<file path="config.mk">
export PLATFORM = sky130hd
export DESIGN_NAME = j2pr_mul
export DESIGN_NICKNAME = d
export VERILOG_FILES = /design/src/design/j2_plastic_return_update_top_defines.svh /design/src/design/j2pr_pkg.sv /design/src/design/j2pr_mul.sv
export SDC_FILE = /design/constraint.sdc
export NUM_CORES = 1
export LEC_CHECK = 0
export ABC_AREA = 1
export ABC_CLOCK_PERIOD_IN_PS = 11650
export BUFFER_PORTS_ARGS = -buffer_cell sky130_fd_sc_hd__buf_4
export CAP_MARGIN = 30
export CELL_PAD_IN_SITES_DETAIL_PLACEMENT = 0
export CELL_PAD_IN_SITES_GLOBAL_PLACEMENT = 1
export CORE_MARGIN = 2
export CORE_UTILIZATION = 47
export CTS_BUF_LIST = sky130_fd_sc_hd__clkbuf_4 sky130_fd_sc_hd__clkbuf_8
export DETAILED_ROUTE_END_ITERATION = 7
export PLACE_DENSITY = 0.95
export SLEW_MARGIN = 10
export SYNTH_ARGS = -nofsm -noshare
export SYNTH_HDL_FRONTEND = slang
export SYNTH_SLANG_ARGS = --single-unit
</file>
<file path="constraint.sdc">
create_clock -name clk -period 11.65 [get_ports clk]
set_input_delay 1.7475 -clock clk [delete_from_list [all_inputs] [get_ports clk]]
set_output_delay 1.7475 -clock clk [all_outputs]
set_load 0.02 [all_outputs]
</file>
<file path="src/design/j2_plastic_return_update_top_defines.svh">
// Assertion macros for the J2 plastic return block.
// Used by the top level only; expects clk and rst in scope.
`ifndef J2_PLASTIC_RETURN_UPDATE_TOP_DEFINES_SVH
`define J2_PLASTIC_RETURN_UPDATE_TOP_DEFINES_SVH

// Same-cycle implication, disabled during reset.
`define J2PR_ASSERT_NOW(label, ante, cons) \
  label: assert property (@(posedge clk) disable iff (rst) (ante) |-> (cons)) \
    else $error("j2pr assertion failed");

// Next-cycle implication, disabled during reset.
`define J2PR_ASSERT_NEXT(label, ante, cons) \
  label: assert property (@(posedge clk) disable iff (rst) (ante) |=> (cons)) \
    else $error("j2pr assertion failed");

`endif

</file>
<file path="src/design/j2pr_pkg.sv">
// Shared types and constants of the J2 plastic return block.
// No dependencies.
`default_nettype none

package j2pr_pkg;

  localparam int MW = 34;            // serial multiplier operand width
  localparam int PW = 2 * MW + 2;    // product / accumulator width
  localparam int RW = 6 * 32 + 31;   // store row: six strains and equiv

  localparam logic [29:0] SQRT23_Q30 = 30'd876706528;
  localparam logic [29:0] HALF_Q30   = 30'd536870912;
  localparam logic [30:0] MAX31      = 31'h7fffffff;

  typedef struct packed {
    logic start;
    logic clr;
  } mul_ctl_t;

  typedef enum logic [11:0] {
    S_CLEAR = 12'b000000000001,
    S_IDLE  = 12'b000000000010,
    S_LOAD  = 12'b000000000100,
    S_SQ    = 12'b000000001000,
    S_SQRT  = 12'b000000010000,
    S_HQ    = 12'b000000100000,
    S_T     = 12'b000001000000,
    S_DL    = 12'b000010000000,
    S_DE    = 12'b000100000000,
    S_N     = 12'b001000000000,
    S_D     = 12'b010000000000,
    S_FIN   = 12'b100000000000
  } state_t;

endpackage

`default_nettype wire

</file>
<file path="src/design/j2pr_mul.sv">
// Bit-serial shift-add multiplier with an accumulating product register.
// Depends on j2pr_pkg.
`default_nettype none

module j2pr_mul import j2pr_pkg::*; (
  input  wire logic          clk,
  input  wire logic          rst,
  input  wire mul_ctl_t      ctl,
  input  wire logic [MW-1:0] a,
  input  wire logic [MW-1:0] b,
  output logic               busy,
  output logic [PW-1:0]      acc
);

  logic [PW-1:0] areg;
  logic [MW-1:0] breg;

  assign busy = (breg != '0);

  always_ff @(posedge clk) begin
    if (rst) begin
      breg <= '0;
    end else if (ctl.start) begin
      areg <= PW'(a);
      breg <= b;
      if (ctl.clr) begin
        acc <= '0;
      end
    end else if (busy) begin
      if (breg[0]) begin
        acc <= acc + areg;
      end
      areg <= {areg[PW-2:0], 1'b0};
      breg <= {1'b0, breg[MW-1:1]};
    end
  end

endmodule

`default_nettype wire

</file>
After elaboration in Yosys (flattened, before gate mapping):

Index checks and enable logic that the tools add are counted.

* logic and storage cells: 20
* bits in read-only memories: 0
* memories kept: 0
* RAM bits: 0
* input bits: 72
* output and inout bits: 71
* bits in latches: 0
* bits in registers: 174

* eq/ne operators: 1
* $add $sub $neg: 1
* mux-type cells: 8
* reductions and logical operators: 5
* bitwise logic cells: 1
* $lt $le $gt $ge: 0
* multipliers: 0
* shifts and indexed selects: 0
* div/mod/pow operators: 0

Operators with widths (number)
* $mux W70: 5
* $mux W34: 3
* $add A70 B70 Y70: 1
* $reduce_bool A34 Y1: 1
* $reduce_and A4 Y1: 1
* $reduce_bool A2 Y1: 2
* $ne A2 B2 Y1 const B: 1
* $reduce_and A2 Y1: 1
* $not A1 Y1: 1

Longest topological paths before layout:

* depth after elaboration: 4
* gate-level depth with buffers: 17

Worst setup path after synthesis:

No wires, ideal clock.

* kind: input to register
* start: input port ctl[1] (netlist bit)
* end: register acc[0], enable pin
* library setup time: 585 ps
* path slack: 3988 ps
* required time: 11065 ps
* stages: 6
* buffers on the path: 2
* data arrival time: 7078 ps
* cell sequence: clkbuf_1 inv_1 clkbuf_1 nand3_1 nand2_1 nor3_1

* word-level cells in the longest chain between the ends: 2

RTL lines
* start, declared: RTL line j2pr_mul.sv:8 `input wire mul_ctl_t ctl,`
* $ne A2 B2 Y1 (no source line) or $reduce_bool A2 Y1 (tied branches)
* $reduce_and A4 Y1 (no source line) *
* end signal, assigned: RTL line j2pr_mul.sv:31 `acc <= acc + areg;`
* end, declared: RTL line j2pr_mul.sv:12 `output logic [PW-1:0] acc`

Every way passes the cells marked *; elsewhere a longest branch is shown, timed or not.
A chain may end at the register's enable or synchronous reset.

Final worst setup path:

* start: input port ctl[1] (netlist bit)
* end: register areg[56], enable pin

* word-level cells in the longest chain between the ends: 2

RTL lines
* $reduce_bool A2 Y1 (no source line)
* $reduce_and A2 Y1 (no source line)
* end signal, assigned: RTL line j2pr_mul.sv:24 `areg <= PW'(a);`
* end signal, assigned: RTL line j2pr_mul.sv:33 `areg <= {areg[PW-2:0], 1'b0};`
* end, declared: RTL line j2pr_mul.sv:15 `logic [PW-1:0] areg;`

No other way between the ends.

==> run_results.csv <==
group,metric,value,unit
logic_synthesis,yosysTopAreaCell,"edfxtp_1",
clocking,cts_setup_buffers,0,
clocking,cts_max_path_buffers,2,
finish,fin_cells,2315,
logic_synthesis,synth_area,12600,um^2
logic_synthesis,synth_flop_cell,"edfxtp_1",
logic_synthesis,synthCells,1832,
global_routing,grt_pass1_vias,11200,
logic_synthesis,ys_ff_latch,174,
power_and_ir_drop,ir_drop,81.8,uV
sta,whs,0.467,ns
logic_synthesis,syn_avg_cell_area,6.88,um^2
job,maxCapViolations,0,
place,port_buffers,142,
global_routing,grt_overflow,0,
logic_synthesis,synth_commonest_cells,"nand2_1 (632), inv_1 (299), nor2_1 (202)",
detailed_routing,first_pass_iters,5,
power_and_ir_drop,p_int,1.05,mW
power_and_ir_drop,switching_share,38.2,%
clocking,clock_latency,0.48,ns
die,fp.coreArea,26200,um^2
sta,finalWorstPathRequiredPeriod,4.09,ns
place,dp_cells,2282,
die,placementRows,59,
logic_synthesis,ys_async_sr_fraction,0,%
power_and_ir_drop,powerDensity,118,nW/um^2
worst_setup_path,endpoint_kind,"register",
worst_setup_path,crit_fanout,70,
sta,rsz0062_at_grt,"no",
clocking,tritoncts,"built",
finish,syn2layout_area_growth,14.5,%
sta,hold_viol_final,0,
clocking,clockRootBuffer,"clkbuf_8",
sta,postLayoutSetupSlackWorst,7.56,ns
die,die_h,168,um
logic_synthesis,synth_edf_count,140,
clocking,htree_levels,4,
detailed_routing,viasPerCell,5.09,
die,design.die.area,28100,um^2
power_and_ir_drop,leakage,7.15,nW
power_and_ir_drop,clockPowerShare,26.6,%
global_routing,grt_use_total,26.3,%
clocking,clk_pin_slew,0.12,ns
logic_synthesis,yosysMostFrequentCell,"nand2_1",
die,die_w,168,um
worst_setup_path,critPathLaunchType,"primary input",
power_and_ir_drop,p_total,1.70,mW
power_and_ir_drop,p_sw,0.650,mW
power_and_ir_drop,pwr-share-seq,44.1,%
clocking,hold_buffers,0,
worst_setup_path,crit_arrival,4.19,ns
detailed_routing,drc,0,
finish,diodes,0,
status,status,"complete, no violations",
hold_path,hold_path_class,"reg2reg",
sta,skew,0.0223,ns
finish,fill_cells,2597,
global_routing,antenna_found_initial,0,
place,gp_congestion,0.925,
detailed_routing,post_drt_wl_per_cell,15.8,um
detailed_routing,vias,11800,
sta,fmax,244,MHz
sta,slew_violations,0,
logic_synthesis,ys_top_cells_by_area,"edfxtp_1 (33%), nand2_1 (19%), inv_1 (8.9%), ha_1 (6.8%), a21oi_1 (6.3%)",
sta,worst_slew_pin_slew,0.969,ns
detailed_routing,drt_iter0_drc,1012,
logic_synthesis,yosys_warnings,0,
worst_setup_path,worstSetupPathType,"in2reg",
logic_synthesis,synthesis.nets,1974,
place,pre_cts_slack,6.91,ns
finish,drive_gt1_share,14.9,%
worst_setup_path,cp_data_required_time,11.75,ns
detailed_routing,routed_wl,36.6,mm
detailed_routing,postRouteAntennaNets,0,
clocking,cts_sinks,174,
logic_synthesis,synth_seq_area_share,38.8,%
sta,setup_viol,0,
global_routing,grt_pass1_wl,58.0,mm
place,hpwl,29.0,mm
die,start_util,48.1,%
finish,fin_nets,2109,
logic_synthesis,ys_types,36,
die,ios,143,
sta,relSlewSlack,35.4,%
global_routing,grt_max_degree,87,
sta,fin_crit_sh,35.1,%
clocking,cts_resized,0,
power_and_ir_drop,combPwrFrac,29.2,%
sta,setup_tns,0,ns
logic_synthesis,yosys.area.top_type_share,33.4,%
clocking,cts_buffers,17,
## metrics by stage
step	area [um^2]	utilization, %
6_report	14400	55.1
4_1_cts	14400	55.0
2_1_floorplan	12600	-
3_3_place_gp	14000	53.4
5_1_grt	14400	55.1
3_5_place_dp	14000	53.4
## registers in the layout, summed over array words and instances (netlist names)
| register | flops |
|---|---|
| breg | 34 |
| acc | 70 |
| areg | 70 |
## worst max-delay path, stage by stage
cell	delay, ns
buf_4	0.46
clkinv_2	0.70
nand3_1	0.29
nand2_1	0.11
inv_2	0.05
buf_4	0.72
## placed cells by master, fill, tap and decap left out, types with 2 or more instances in the layout
cell type  instances
a21oi_1          158
a21oi_2            6
and2_1             2
buf_4            146
clkbuf_8          17
clkinv_2           2
clkinv_8           6
dfxtp_1           34
edfxtp_1         140
ha_1              69
inv_1            297
inv_2             12
inv_6              6
nand2_1          632
nand2_2           46
nand3_1           39
nand3_2           15
nand4_1            3
nor2_1           202
nor2_2            21
nor2_4             9
nor3_1             9
nor4_1            14
nor4_2             2
o21a_1             4
o21ai_0           63
o21ai_1            4
o21bai_1          10
## layer usage
layer	part of all wire, %	GRT usage (%)	vias up
met1	48	38.4	5372
met2	44	42.1	361
met4	0.98	4.50	0
li1	-	-	6037
met5	0	0	-
met3	6.9	3.92	23
## final timing paths
kind,startpoint,end,slack [ns],cells past startpoint
worst max-delay path,ctl[1],areg[56],7.56,6
worst min-delay path,breg[30],breg[29],0.47,2
worst max register to register,acc[0],acc[46],8.79,17
worst min register to register,breg[30],breg[29],0.47,2
## final cells by class
cell class                      count  area (um^2)  area share [%]
Multi-Input combinational cell   1317         6430            44.5
Sequential cell                   174         4880            33.9
Inverter                          310         1160            8.07
Timing Repair Buffer              147         1120            7.79
Tap cell                          335          419            2.90
Clock buffer                       17          234            1.62
Clock inverter                     15          175            1.21
## power by group through the flow
stage | Clock, mW | Sequential, mW | Combinational [mW]
2_1_floorplan | 0 | 0.776 | 0.316
5_1_grt | 0.476 | 0.754 | 0.556
6_report | 0.453 | 0.750 | 0.497
4_1_cts | 0.456 | 0.750 | 0.491
3_3_place_gp | 0 | 0.763 | 0.482
3_5_place_dp | 0 | 0.763 | 0.489
## cells by family after synthesis
logic type	synth area share [%]
fa+ha+maj	7.01
compound gates	10.2
flops	38.8
xor+xnor	0.139
simple gates	33.6
buf+inv	10.3
No activity file was read; power rests on OpenSTA's default activity.
