## config.mk

```make
export PLATFORM = sky130hd
export DESIGN_NAME = j2pr_sqrt
export DESIGN_NICKNAME = d
export VERILOG_FILES = /design/src/design/j2_plastic_return_update_top_defines.svh /design/src/design/j2pr_pkg.sv /design/src/design/j2pr_sqrt.sv
export SDC_FILE = /design/constraint.sdc
export NUM_CORES = 1
export LEC_CHECK = 0
export ABC_AREA = 1
export BUFFER_PORTS_ARGS = -buffer_cell sky130_fd_sc_hd__buf_2
export CORE_UTILIZATION = 60
export DETAILED_ROUTE_END_ITERATION = 16
export PLACE_DENSITY_LB_ADDON = 0.2
export SKIP_CTS_REPAIR_TIMING = 1
export SYNTH_ARGS = -nofsm -noshare
export SYNTH_HDL_FRONTEND = slang
export SYNTH_SLANG_ARGS = --single-unit
export TNS_END_PERCENT = 100
```

## constraint.sdc

```tcl
create_clock -name clk -period 13.9 [get_ports clk]
set_input_delay 2.085 -clock clk [delete_from_list [all_inputs] [get_ports clk]]
set_output_delay 2.085 -clock clk [all_outputs]
set_load 0.03 [all_outputs]
```

## src/design/j2_plastic_return_update_top_defines.svh

```systemverilog
// Assertion macros for the J2 plastic return block.
// Used by the top level only; expects clk and rst in scope.
`ifndef J2_PLASTIC_RETURN_UPDATE_TOP_DEFINES_SVH
`define J2_PLASTIC_RETURN_UPDATE_TOP_DEFINES_SVH

// Same-cycle implication, disabled during reset.
`define J2PR_ASSERT_NOW(label, ante, cons) \
  label: assert property (@(posedge clk) disable iff (rst) (ante) |-> (cons)) \
    else $error("j2pr assertion failed");

// Next-cycle implication, disabled during reset.
`define J2PR_ASSERT_NEXT(label, ante, cons) \
  label: assert property (@(posedge clk) disable iff (rst) (ante) |=> (cons)) \
    else $error("j2pr assertion failed");

`endif

```

## src/design/j2pr_pkg.sv

```systemverilog
// Shared types and constants of the J2 plastic return block.
// No dependencies.
`default_nettype none

package j2pr_pkg;

  localparam int MW = 34;            // serial multiplier operand width
  localparam int PW = 2 * MW + 2;    // product / accumulator width
  localparam int RW = 6 * 32 + 31;   // store row: six strains and equiv

  localparam logic [29:0] SQRT23_Q30 = 30'd876706528;
  localparam logic [29:0] HALF_Q30   = 30'd536870912;
  localparam logic [30:0] MAX31      = 31'h7fffffff;

  typedef struct packed {
    logic start;
    logic clr;
  } mul_ctl_t;

  typedef enum logic [11:0] {
    S_CLEAR = 12'b000000000001,
    S_IDLE  = 12'b000000000010,
    S_LOAD  = 12'b000000000100,
    S_SQ    = 12'b000000001000,
    S_SQRT  = 12'b000000010000,
    S_HQ    = 12'b000000100000,
    S_T     = 12'b000001000000,
    S_DL    = 12'b000010000000,
    S_DE    = 12'b000100000000,
    S_N     = 12'b001000000000,
    S_D     = 12'b010000000000,
    S_FIN   = 12'b100000000000
  } state_t;

endpackage

`default_nettype wire

```

## src/design/j2pr_sqrt.sv

```systemverilog
// Integer square root by digit recurrence, two radicand bits per cycle.
// Depends on j2pr_pkg.
`default_nettype none

module j2pr_sqrt import j2pr_pkg::*; (
  input  wire logic            clk,
  input  wire logic            rst,
  input  wire logic            start,
  input  wire logic [PW-1:0]   rad,
  output logic                 busy,
  output logic [PW/2-1:0]      root
);

  localparam int NW = PW / 2;

  logic [PW-1:0]   rad_r;
  logic [NW+1:0]   rem;
  logic [5:0]      cnt;
  logic [NW+3:0]   rem2;
  logic [NW+3:0]   trial;
  logic [NW+3:0]   rdiff;

  assign busy  = (cnt != '0);
  assign rem2  = {rem, rad_r[PW-1:PW-2]};
  assign trial = {2'b00, root, 2'b01};
  assign rdiff = rem2 - trial;

  always_ff @(posedge clk) begin
    if (rst) begin
      cnt <= '0;
    end else if (start) begin
      rad_r <= rad;
      rem   <= '0;
      root  <= '0;
      cnt   <= 6'(NW);
    end else if (busy) begin
      if (rem2 >= trial) begin
        // The remainder never exceeds twice the root, so it fits.
        rem  <= rdiff[NW+1:0];
        root <= {root[NW-2:0], 1'b1};
      end else begin
        rem  <= rem2[NW+1:0];
        root <= {root[NW-2:0], 1'b0};
      end
      rad_r <= {rad_r[PW-3:0], 2'b00};
      cnt   <= cnt - 6'd1;
    end
  end

endmodule

`default_nettype wire

```

**Yosys cells after proc, flatten, opt, wreduce, memory -nomap -nowiden**

Cells that the tools add are included.

- Add/sub/neg operators: 2
- Magnitude comparators: 1
- Mux-type cells: 8
- Bitwise gates (word level): 1
- Reductions and logical operators: 4

Operators with widths:

| cell | count |
|---|---|
| 2-to-1 mux 70 bit | 2 |
| 2-to-1 mux 37 bit | 2 |
| >= comparator 39 x 37 -> 1 bit | 1 |
| subtractor 37 bit | 1 |
| 2-to-1 mux 35 bit | 1 |
| 2-to-1 mux 6 bit | 2 |
| nonzero test 6 bit | 1 |
| subtractor 6 x 1 -> 6 bit, second input constant | 1 |
| AND reduction 2 bit | 1 |
| nonzero test 2 bit | 1 |
| OR reduction 2 bit | 1 |
| 2-to-1 mux 1 bit | 1 |
| inverter 1 bit | 1 |

- Register bits: 148
- Word-level logic and storage cells: 21
- Output and inout bits: 36
- Bits of input ports: 73

**Longest topological paths before layout**

- Depth after elaboration: 3
- Gate-level depth with buffers: 17
- Mapped depth without buffers: 17

**Worst setup path after synthesis**

Ideal clock, no wire load.

- Path type: input to register
- Start: in start
- End: reg rad_r[0], enable pin
- Buffers on the path: 1
- Arrival: 8.349 ns
- Library setup time: 0.646 ns
- Required time: 13.254 ns
- Setup slack: 4.906 ns
- Cell stages on the path: 3
- Cell sequence: clkbuf_1 > nor2_1 > nor2_1

- Word-level cells in the longest chain between the ends: 2

RTL lines:

| what | line | RTL |
|---|---|---|
| from (decl) | j2pr_sqrt.sv:8 | `input wire logic start,` |
| nonzero test 2 bit (no source line) | n/a |  |
| AND reduction 2 bit (no source line) | n/a |  |
| to (signal assigned) | j2pr_sqrt.sv:32 | `rad_r <= rad;` |
| to (signal assigned) | j2pr_sqrt.sv:45 | `rad_r <= {rad_r[PW-3:0], 2'b00};` |
| to (decl) | j2pr_sqrt.sv:16 | `logic [PW-1:0] rad_r;` |

No other way between the ends.
A chain may end at the register's enable or synchronous reset.

**Worst setup path after layout**

- Start: in start
- End: reg rem[28], enable pin

- Word-level cells in the longest chain between the ends: 2

RTL lines:

| what | line | RTL |
|---|---|---|
| nonzero test 2 bit (no source line) | n/a |  |
| AND reduction 2 bit (no source line) | n/a |  |
| to (signal assigned) | j2pr_sqrt.sv:39 | `rem <= rdiff[NW+1:0];` |
| to (signal assigned) | j2pr_sqrt.sv:42 | `rem <= rem2[NW+1:0];` |
| to (decl) | j2pr_sqrt.sv:17 | `logic [NW+1:0] rem;` |

No other way between the ends.

==> out/qor.txt <==
EDFF count, synth - 142
Synthesized flop and latch total - 148
CP Launch Type - input port
Sequential-to-total area share from yosys stat - 47.0%
Proportion of layout cells with a drive suffix above 1 - 11.9%
Avg Inst Size Synth - 7.48 um^2
Max Cap Viol - 0
Setup CP Type - in -> reg
CTS Buffer Depth - 2
Worst slew pin tran - 918 ps
Worst skew pair latency - 440 ps
Post-synthesis cell area - 9340 um^2
Slew Viols, Final - 0
Fin area - 10600 um^2
Drt first pass iters - 4
Pleak - 0.00549 uW
Initial core utilization - 61.4%
Antenna-violating nets left - 0
Multi-input gate area - 4090 um^2
Wire length per cell - 13.4 um
Final clock skew - 14.4 ps
Final setup vio count - 0
Placed Area - 9970 um^2
Highest Clock Rate - 221 MHz
Initial antenna violation count - 0
Overall power - 1600 uW
CP top delay family - buffers and inverters
Worst-path cell chain - buf_4 -> nor2_1 -> nor2_4 -> buf_4 -> buf_4
Drt via density - 5.05
Die width - 127 um
# H-tree levels - 4
HP Class - reg -> reg
CP max-delay cell - buf_4
DRC viols - 0
WP data arrival - 4570 ps
DRT iter0 DRCs - 474
Critical Path Most Common Cell - buf_4
Sink Count - 148
Max FO, Critical Path - 74
Routed vias - 7807
Vias in the first global route - 7302
Utilization after layout - 69.5%
Chip height - 127 um
Die Area - 16100 um^2
Min Tclk post-route - 4520 ps
Site Rows - 45
Total track usage - 27.0%
Slowest stage delay, CP - 810 ps
CP endpoint kind - flip-flop
Port bufs - 108
PwrDens - 151 nW/um^2
Fin Setup TNS - 0 ps
Global-route wire length before repair - 34000 um
GP Congestion - 0.960
Fin crit share - 32.5%
RSZ-0062 raised after global routing - no
CTS Buf Count - 17
CTS tree - done
Fill count - 1319
Largest net degree at the start of global routing - 87
Grt ovf - 0
DP HPWL - 14800 um
Place WS - 8920 ps
Clock transition at the registers of the reported paths - 70 ps
Wirelength, routed - 20700 um
Synth cell types - 34
Status - complete, no violations
Clock root cell - clkbuf_16
Cell count after synthesis - 1248
Number of hold violations in the final report - 0
Max rail drop VDD - 108 uV
CP required - 13950 ps
# IOs - 109
Core box area - 15200 um^2
Top FF cell, synth - edfxtp_1
Reg area - 4380 um^2
Worst Slack Setup Final - 9380 ps
Syn nets - 1359
Critical path buffers and inverters - 3
ANT cells - 0
Syn-to-layout area delta - 13.1%
Post-synth ARST share - 0%
Final nets - 1457
Total number of yosys warnings - 0
Worst slew margin - 38.8%
==> report_power, final <==
| group | total [uW] | internal, uW | leakage [uW] | switching (uW) |
|---|---|---|---|---|
| sequential | 589 | 564 | 0.00146 | 24.8 |
| combinational | 543 | 181 | 0.00375 | 362 |
| clock | 464 | 254 | 0.000282 | 210 |
==> layer usage <==
metal	global-route usage, %	vias up	part of all wire [%]
li1	-	4095	-
met1	34.7	3491	46
met2	46.7	197	48
met3	5.40	24	4.7
met4	7.28	0	1.5
met5	0	-	0
==> layout by cell type (no fill, tap or decap), types with 2 or more instances in the layout <==
master,netlist,layout
nand2_1,534,534
inv_1,180,179
edfxtp_1,142,142
nor2_1,142,141
buf_2,4,107
a21oi_1,45,45
ha_1,38,38
nand3_1,27,27
o21bai_1,25,25
clkbuf_16,0,17
xor2_1,15,15
nand3b_1,8,8
nand4_1,7,7
and2_1,7,7
nor3_1,7,7
inv_6,0,6
dfxtp_1,6,6
buf_4,1,5
inv_2,3,4
o21ai_0,4,4
nand2_2,4,4
nor2_2,4,4
or2_2,3,3
xnor2_1,3,3
inv_8,0,3
nor4_1,2,2
a21o_1,2,2
clkinvlp_4,0,2
==> final cells by class <==
type,instances,area share (%)
clock buffer,17,4.03
clock inverter,15,1.52
inverter,183,6.51
multi-input combinational,884,38.8
sequential,148,41.5
tap,188,2.23
timing repair buffer,112,5.43
==> path summary, 6_finish.rpt <==
path | start | endpoint | slack (ps) | depth (start not counted)
max | start | rem[28] | 9380 | 5
min | cnt[4] | cnt[4] | 480 | 2
max reg2reg | rem[0] | rem[23] | 10910 | 12
min reg2reg | cnt[4] | cnt[4] | 480 | 2
==> worst register-to-register path, stage by stage, from the launching register on <==
cell,delay (ps)
edfxtp_1,410
ha_1,420
o21ai_0,130
nand2_1,170
nand2_1,90
nand2_2,130
nand2_1,70
nand2_1,130
nand2_1,100
nand2_1,90
nand2_1,480
a21oi_1,450
nor2_1,80
==> synth_stat cells, types with 2 or more instances <==
library cell	n	share of area (%)
buf_2	4	0.21
inv_2	3	0.12
xor2_1	15	1.4
nor4_1	2	0.13
buf_1	4	0.16
a21oi_1	45	2.4
a21o_1	2	0.16
o21bai_1	25	2.0
o21ai_0	4	0.21
nand3b_1	8	0.64
ha_1	38	5.1
clkbuf_1	18	0.72
xnor2_1	3	0.28
nor2_1	142	5.7
nor3_1	7	0.38
edfxtp_1	142	46
and2_1	7	0.47
buf_6	6	0.72
inv_1	180	7.2
or2_2	3	0.20
dfxtp_1	6	1.3
nand2_2	4	0.27
nand4_1	7	0.47
nor2_2	4	0.27
nand2_1	534	21
nand3_1	27	1.4
==> kinds of logic after synthesis <==
logic type,count (synthesis),share of synthesized area (%)
compound gates,80,5.13
fa+ha+maj,38,5.09
simple gates,748,31.9
buf+inv,216,9.26
flops,148,47.0
xor+xnor,18,1.69
==> per-stage QoR <==
step,hold WS [ps],std cells
2_1_floorplan,456,1248
3_3_place_gp,469,1515
3_5_place_dp,471,1515
4_1_cts,482,1547
5_1_grt,511,1547
6_report,480,1547
==> state kept, by name (all words and copies together), names as in the netlist <==
name,count
rem,37
rad_r,70
root,35
cnt,6
No activity file was read; power rests on OpenSTA's default activity.
