===== src/design/j2_plastic_return_update_top_defines.svh =====
// Assertion macros for the J2 plastic return block.
// Used by the top level only; expects clk and rst in scope.
`ifndef J2_PLASTIC_RETURN_UPDATE_TOP_DEFINES_SVH
`define J2_PLASTIC_RETURN_UPDATE_TOP_DEFINES_SVH

// Same-cycle implication, disabled during reset.
`define J2PR_ASSERT_NOW(label, ante, cons) \
  label: assert property (@(posedge clk) disable iff (rst) (ante) |-> (cons)) \
    else $error("j2pr assertion failed");

// Next-cycle implication, disabled during reset.
`define J2PR_ASSERT_NEXT(label, ante, cons) \
  label: assert property (@(posedge clk) disable iff (rst) (ante) |=> (cons)) \
    else $error("j2pr assertion failed");

`endif


===== src/design/j2pr_pkg.sv =====
// Shared types and constants of the J2 plastic return block.
// No dependencies.
`default_nettype none

package j2pr_pkg;

  localparam int MW = 34;            // serial multiplier operand width
  localparam int PW = 2 * MW + 2;    // product / accumulator width
  localparam int RW = 6 * 32 + 31;   // store row: six strains and equiv

  localparam logic [29:0] SQRT23_Q30 = 30'd876706528;
  localparam logic [29:0] HALF_Q30   = 30'd536870912;
  localparam logic [30:0] MAX31      = 31'h7fffffff;

  typedef struct packed {
    logic start;
    logic clr;
  } mul_ctl_t;

  typedef enum logic [11:0] {
    S_CLEAR = 12'b000000000001,
    S_IDLE  = 12'b000000000010,
    S_LOAD  = 12'b000000000100,
    S_SQ    = 12'b000000001000,
    S_SQRT  = 12'b000000010000,
    S_HQ    = 12'b000000100000,
    S_T     = 12'b000001000000,
    S_DL    = 12'b000010000000,
    S_DE    = 12'b000100000000,
    S_N     = 12'b001000000000,
    S_D     = 12'b010000000000,
    S_FIN   = 12'b100000000000
  } state_t;

endpackage

`default_nettype wire


===== src/design/j2pr_div.sv =====
// Restoring fraction divider: min(floor(num * 2^30 / den), 2^31-1), one bit a cycle.
// Depends on j2pr_pkg.
`default_nettype none

module j2pr_div import j2pr_pkg::*; (
  input  wire logic        clk,
  input  wire logic        rst,
  input  wire logic        start,
  input  wire logic [35:0] num,
  input  wire logic [35:0] den,
  output logic             busy,
  output logic [30:0]      q
);

  logic [36:0] rem;
  logic [35:0] den_r;
  logic [4:0]  cnt;
  logic        ge;
  logic [36:0] diff;

  assign busy = (cnt != '0);
  assign ge   = (rem >= {1'b0, den_r});
  assign diff = ge ? (rem - {1'b0, den_r}) : rem;

  always_ff @(posedge clk) begin
    if (rst) begin
      cnt <= '0;
    end else if (start) begin
      den_r <= den;
      if ({1'b0, num} >= {den, 1'b0}) begin
        // Quotient of two or more saturates at once.
        q   <= MAX31;
        cnt <= '0;
      end else begin
        rem <= {1'b0, num};
        q   <= '0;
        cnt <= 5'd31;
      end
    end else if (busy) begin
      rem <= {diff[35:0], 1'b0};
      q   <= {q[29:0], ge};
      cnt <= cnt - 5'd1;
    end
  end

endmodule

`default_nettype wire


===== config.mk =====
export PLATFORM = sky130hd
export DESIGN_NAME = j2pr_div
export DESIGN_NICKNAME = d
export VERILOG_FILES = /design/src/design/j2_plastic_return_update_top_defines.svh /design/src/design/j2pr_pkg.sv /design/src/design/j2pr_div.sv
export SDC_FILE = /design/constraint.sdc
export NUM_CORES = 1
export LEC_CHECK = 0
export BUFFER_PORTS_ARGS = -buffer_cell sky130_fd_sc_hd__buf_2
export CAP_MARGIN = 10
export CORE_ASPECT_RATIO = 0.9
export CORE_MARGIN = 1
export CORE_UTILIZATION = 53
export CTS_CLUSTER_DIAMETER = 100
export DETAILED_ROUTE_END_ITERATION = 16
export HOLD_SLACK_MARGIN = 0.08
export PLACE_DENSITY = 0.89
export SKIP_CTS_REPAIR_TIMING = 1
export SYNTH_ARGS = -nofsm -noshare
export SYNTH_HDL_FRONTEND = slang
export SYNTH_SLANG_ARGS = --single-unit

===== constraint.sdc =====
create_clock -name clk -period 4.52 [get_ports clk]
set_clock_uncertainty 0.15 [all_clocks]
set_input_delay 0.904 -clock clk [delete_from_list [all_inputs] [get_ports clk]]
set_output_delay 0.904 -clock clk [all_outputs]
set_load 0.02 [all_outputs]

After elaboration in Yosys (flattened, before gate mapping):

Cells that the tools add are included.

* $add $sub $neg: 2
* $lt $le $gt $ge: 2
* equal/unequal tests: 1
* multiplexer cells: 10
* bitwise logic cells: 1
* reduce and logical (&&, ||, !) cells: 5

Operator list (count)
* $mux 37: 3
* $mux 31: 3
* $ge 36x37->1: 1
* $ge 37x36->1: 1
* $mux 36: 1
* $sub 36x36->36: 1
* $mux 5: 3
* $reduce_bool 5->1: 1
* $sub 5x1->5 const B: 1
* $reduce_and 2->1: 2
* $reduce_and 3->1: 1
* $ne 2x2->1 const B: 1
* $reduce_bool 2->1: 1
* $not 1->1: 1

* flip-flop bits (word level): 109
* output and inout bits: 32

Logic depth before layout (Yosys ltp):

* depth in word-level cells: 4
* depth in mapped cells: 13
* mapped depth without buffers: 11

Least setup slack after synthesis:

No wires, ideal clock.

* kind: input to register
* start point: in start
* end point: reg rem[0] (enable)
* setup time: 0.392 ns
* arrival time: 3.970 ns
* data required time: 3.978 ns
* path slack: 0.008 ns
* cell stages on the path: 5
* buffers on the path: 1
* cell sequence: clkbuf_1 -> nor2_1 -> nor2_1 -> o221ai_1 -> inv_1

* longest elaborated chain between the ends: 2

Ends and longest elaborated chain
* start, declared: RTL line j2pr_div.sv:8 `input wire logic start,`
* $ne 2x2->1 (no source line) / $reduce_bool 2->1 (equally long branches)
* $reduce_and 3->1 (no source line) *
* end signal, assigned: RTL line j2pr_div.sv:35 `rem <= {1'b0, num};`
* end signal, assigned: RTL line j2pr_div.sv:40 `rem <= {diff[35:0], 1'b0};`
* end, declared: RTL line j2pr_div.sv:15 `logic [36:0] rem;`

Every way passes the cells marked *; elsewhere a longest branch is shown, timed or not.
A chain may end at the register's enable or synchronous reset.

Final worst setup path:

* start point: reg rem[18]
* end point: reg rem[8] (data pin)

* longest elaborated chain between the ends: 4

Ends and longest elaborated chain
* $ge 37x36->1: RTL line j2pr_div.sv:22 `assign ge = (rem >= {1'b0, den_r});`
* $mux 36: RTL line j2pr_div.sv:23 `assign diff = ge ? (rem - {1'b0, den_r}) : rem;`
* $mux 37: RTL line j2pr_div.sv:39 `end else if (busy) begin`
* $mux 37: RTL line j2pr_div.sv:28 `end else if (start) begin`

No other way between the ends. The select of a mux whose other input is x is not followed.

==> flow_summary.yaml <==
synthesis:
  synth_area_leaders: "edfxtp_1 (42%), ha_1 (12%), inv_1 (4.3%), a21oi_1 (4.2%), o21a_1 (3.8%)"
  netlist_instances: 774
  yosysWarningCount: 0
  synthFlopType: "edfxtp_1"
  synth_top_area_share: 0.417
  synth_area_per_cell_um2: 9.67
  seq_area_frac_synth: 0.430
  synth-seq-cells: 109
  synth.cell_area_um2: 7490
  syn-num-nets: 923
  post-synth-top-area-cell: "edfxtp_1"
  synth_edf_count: 104
  async_flop_share: 0
  synth_cell_types: 67
run:
  cap_violations: 0
die:
  dieArea_um2: 14600
  placementRows: 40
  initial_core_util: 0.552
  die_h_um: 115
  num_io_pins: 107
  die_width_um: 127
  core_um2: 13600
pwr:
  p_seq_frac: 0.393
  comb_power_share: 0.353
  intPower_mw: 2.18
  swShare: 0.352
  p_clk_frac: 0.254
  switchingPower_mw: 1.18
  vdd_drop_max_v: 0.000233
  p_leak_nw: 3.75
  power_density_nw_per_um2: 396
critical_path:
  path_max_fanout: 17
  arrival_ns: 3.67
  required_ns: 4.57
  end_kind: "flop"
  startpoint_type: "flop"
  crit_path_cell_trace: "ha_1, a21oi_1, o21ai_0, nor3_1, a2111oi_4, nor2_2, buf_4, nand2_1, a31oi_1"
  slowest_delay_ns: 0.60
  crit_path_top_delay_cell: "nor2_2"
  r2r_slack_ns: 0.91
  worstSetupPathType: "flop to flop"
finish:
  fill_cells: 1125
  design_area_um2: 8500
  antenna_cells: 0
  syn2layout_area_growth_pct: 13.6
  drive_above_1_share: 0.173
  final_core_util: 0.627
  nets: 1017
place:
  io_buffers: 106
  pre_cts_slack_ns: 0.916
  dp_hpwl_um: 13100
  place_area_um2: 8190
  gp_congestion: 0.936
drt:
  drc: 0
  ant_nets: 0
  via_per_inst: 5.88
  via_count: 6245
  drtIter0Drc: 592
  finalWirelength_um: 17800
  dr.pass1.iters: 6
  wl_per_cell_um: 16.8
timing:
  fmax_ghz: 0.277
  timing.final.crit_period_ns: 3.61
  maxSlewViolCount: 0
  fin_ws_ns: 0.906
  whs_ns: 0.398
  relSlewSlack: 0.513
  rsz0062_at_grt: "no"
  min_period_over_period: 0.800
  setup_tns_ns: 0
  worst_pin_slew_ns: 0.730
  hold_viol: 0
  setup_viol: 0
status:
  status: "complete, no violations"
clocking:
  path_clk_slew_ns: 0.08
  numCtsBuffers: 9
  clock_latency_ns: 0.37
  htreeDepth: 3
  clock_sinks: 109
  cts_tree: "done"
  cts_buffer_depth: 2
  root_buffer: "clkbuf_16"
hold_path:
  min_path_type: "flop to flop"
global_route:
  grt_max_degree: 56
  grt_overflow_total: 0
  grt_pass1_vias: 5958
  antenna_found_initial: 0
  grtUsageTotal: 0.253
  grt_pass1_wl_um: 28800
## Yosys cell counts, types with 3 or more instances
| cell | n |
|---|---|
| nor2_1 | 51 |
| o2111ai_1 | 3 |
| a211oi_1 | 3 |
| nand3_1 | 15 |
| mux2i_1 | 3 |
| o211ai_1 | 9 |
| o21a_1 | 38 |
| o21ai_0 | 20 |
| dfxtp_1 | 5 |
| inv_1 | 85 |
| a21oi_1 | 63 |
| o21ai_1 | 9 |
| nand2_1 | 72 |
| nor3b_1 | 3 |
| buf_6 | 3 |
| edfxtp_1 | 104 |
| nor3_1 | 13 |
| clkbuf_1 | 23 |
| a31oi_1 | 21 |
| ha_1 | 73 |
| xnor2_1 | 19 |
| a21o_1 | 23 |
| nor2b_1 | 7 |
| a221o_1 | 5 |
| xor2_1 | 9 |
| or3_1 | 4 |
| nand4_1 | 16 |
| a21boi_0 | 6 |
| a211o_1 | 6 |
| a2111oi_0 | 3 |
| nor4_1 | 4 |
| buf_2 | 7 |
| and3_1 | 6 |
## critical path: cells and delay by family, from the launching register on
family / cells / cell delay (ns)
adders and majority gates: 1 / 0.40
buffers and inverters: 1 / 0.38
and+or+nand+nor: 3 / 1.21
AOI/OAI and AO/OA: 4 / 0.90
DFF: 1 / 0.40
## final cells by class
class | count | area (um^2) | share of cell area
clock buffer | 10 | 229 | 0.0269
clock inverter | 6 | 88.8 | 0.0104
inverter | 86 | 323 | 0.0380
multi-input combinational | 546 | 3800 | 0.447
sequential | 109 | 3220 | 0.379
tap | 189 | 236 | 0.0278
timing repair buffer | 116 | 606 | 0.0712
## cell families after synthesis
kind of cell,synth area share
muxes,0.00702
adders and majority gates,0.125
and+or+nand+nor,0.132
DFF,0.430
buffers and inverters,0.0638
AOI/OAI and AO/OA,0.209
xor gates and xnor gates,0.0327
## layer usage
metal,GRT usage,routed length [um],vias up
li1,-,-,3022
met3,0.0591,1280,25
met2,0.405,8260,261
met1,0.341,8020,2937
met5,0,0,-
met4,0.0778,264,0
## power groups by stage
stage,Sequential (mW),Combinational [mW],Clock (mW)
4_1_cts,1.32,1.17,0.868
2_1_floorplan,1.36,0.855,0
3_3_place_gp,1.34,1.13,0
3_5_place_dp,1.34,1.16,0
6_report,1.32,1.19,0.856
5_1_grt,1.33,1.31,0.903
## stage by stage
step                      std cells  power [mW]
after detailed placement       1046        2.50
final                          1062        3.37
after floorplan                 774        2.22
after global placement         1046        2.46
after CTS                      1062        3.36
after global routing           1062        3.55
## layout by cell type (no fill, tap or decap), drive strengths merged, types with 5 or more instances in the layout
master	n
buf	116
nor3	13
a21o	23
nor2b	7
o211ai	9
xor2	9
nand4	17
inv	90
and3	7
dfxtp	5
a31oi	21
a211o	6
nand3	15
o21a	38
a221o	5
clkbuf	10
o21ai	30
nor2	53
nand2	72
a21boi	7
ha	73
xnor2	19
a21oi	64
edfxtp	104
## path summary, 6_finish.rpt
kind / from / to / depth (start not counted)
setup / recovery: rem[18] / rem[8] / 9
hold / removal: q[25] / q[26] / 1
setup reg to reg: rem[18] / rem[8] / 9
hold reg to reg: q[25] / q[26] / 1
## flip-flops by register name, summed over array words and instances (netlist names)
name	count
cnt	5
den_r	36
q	31
rem	37
No activity file was read; power rests on OpenSTA's default activity.
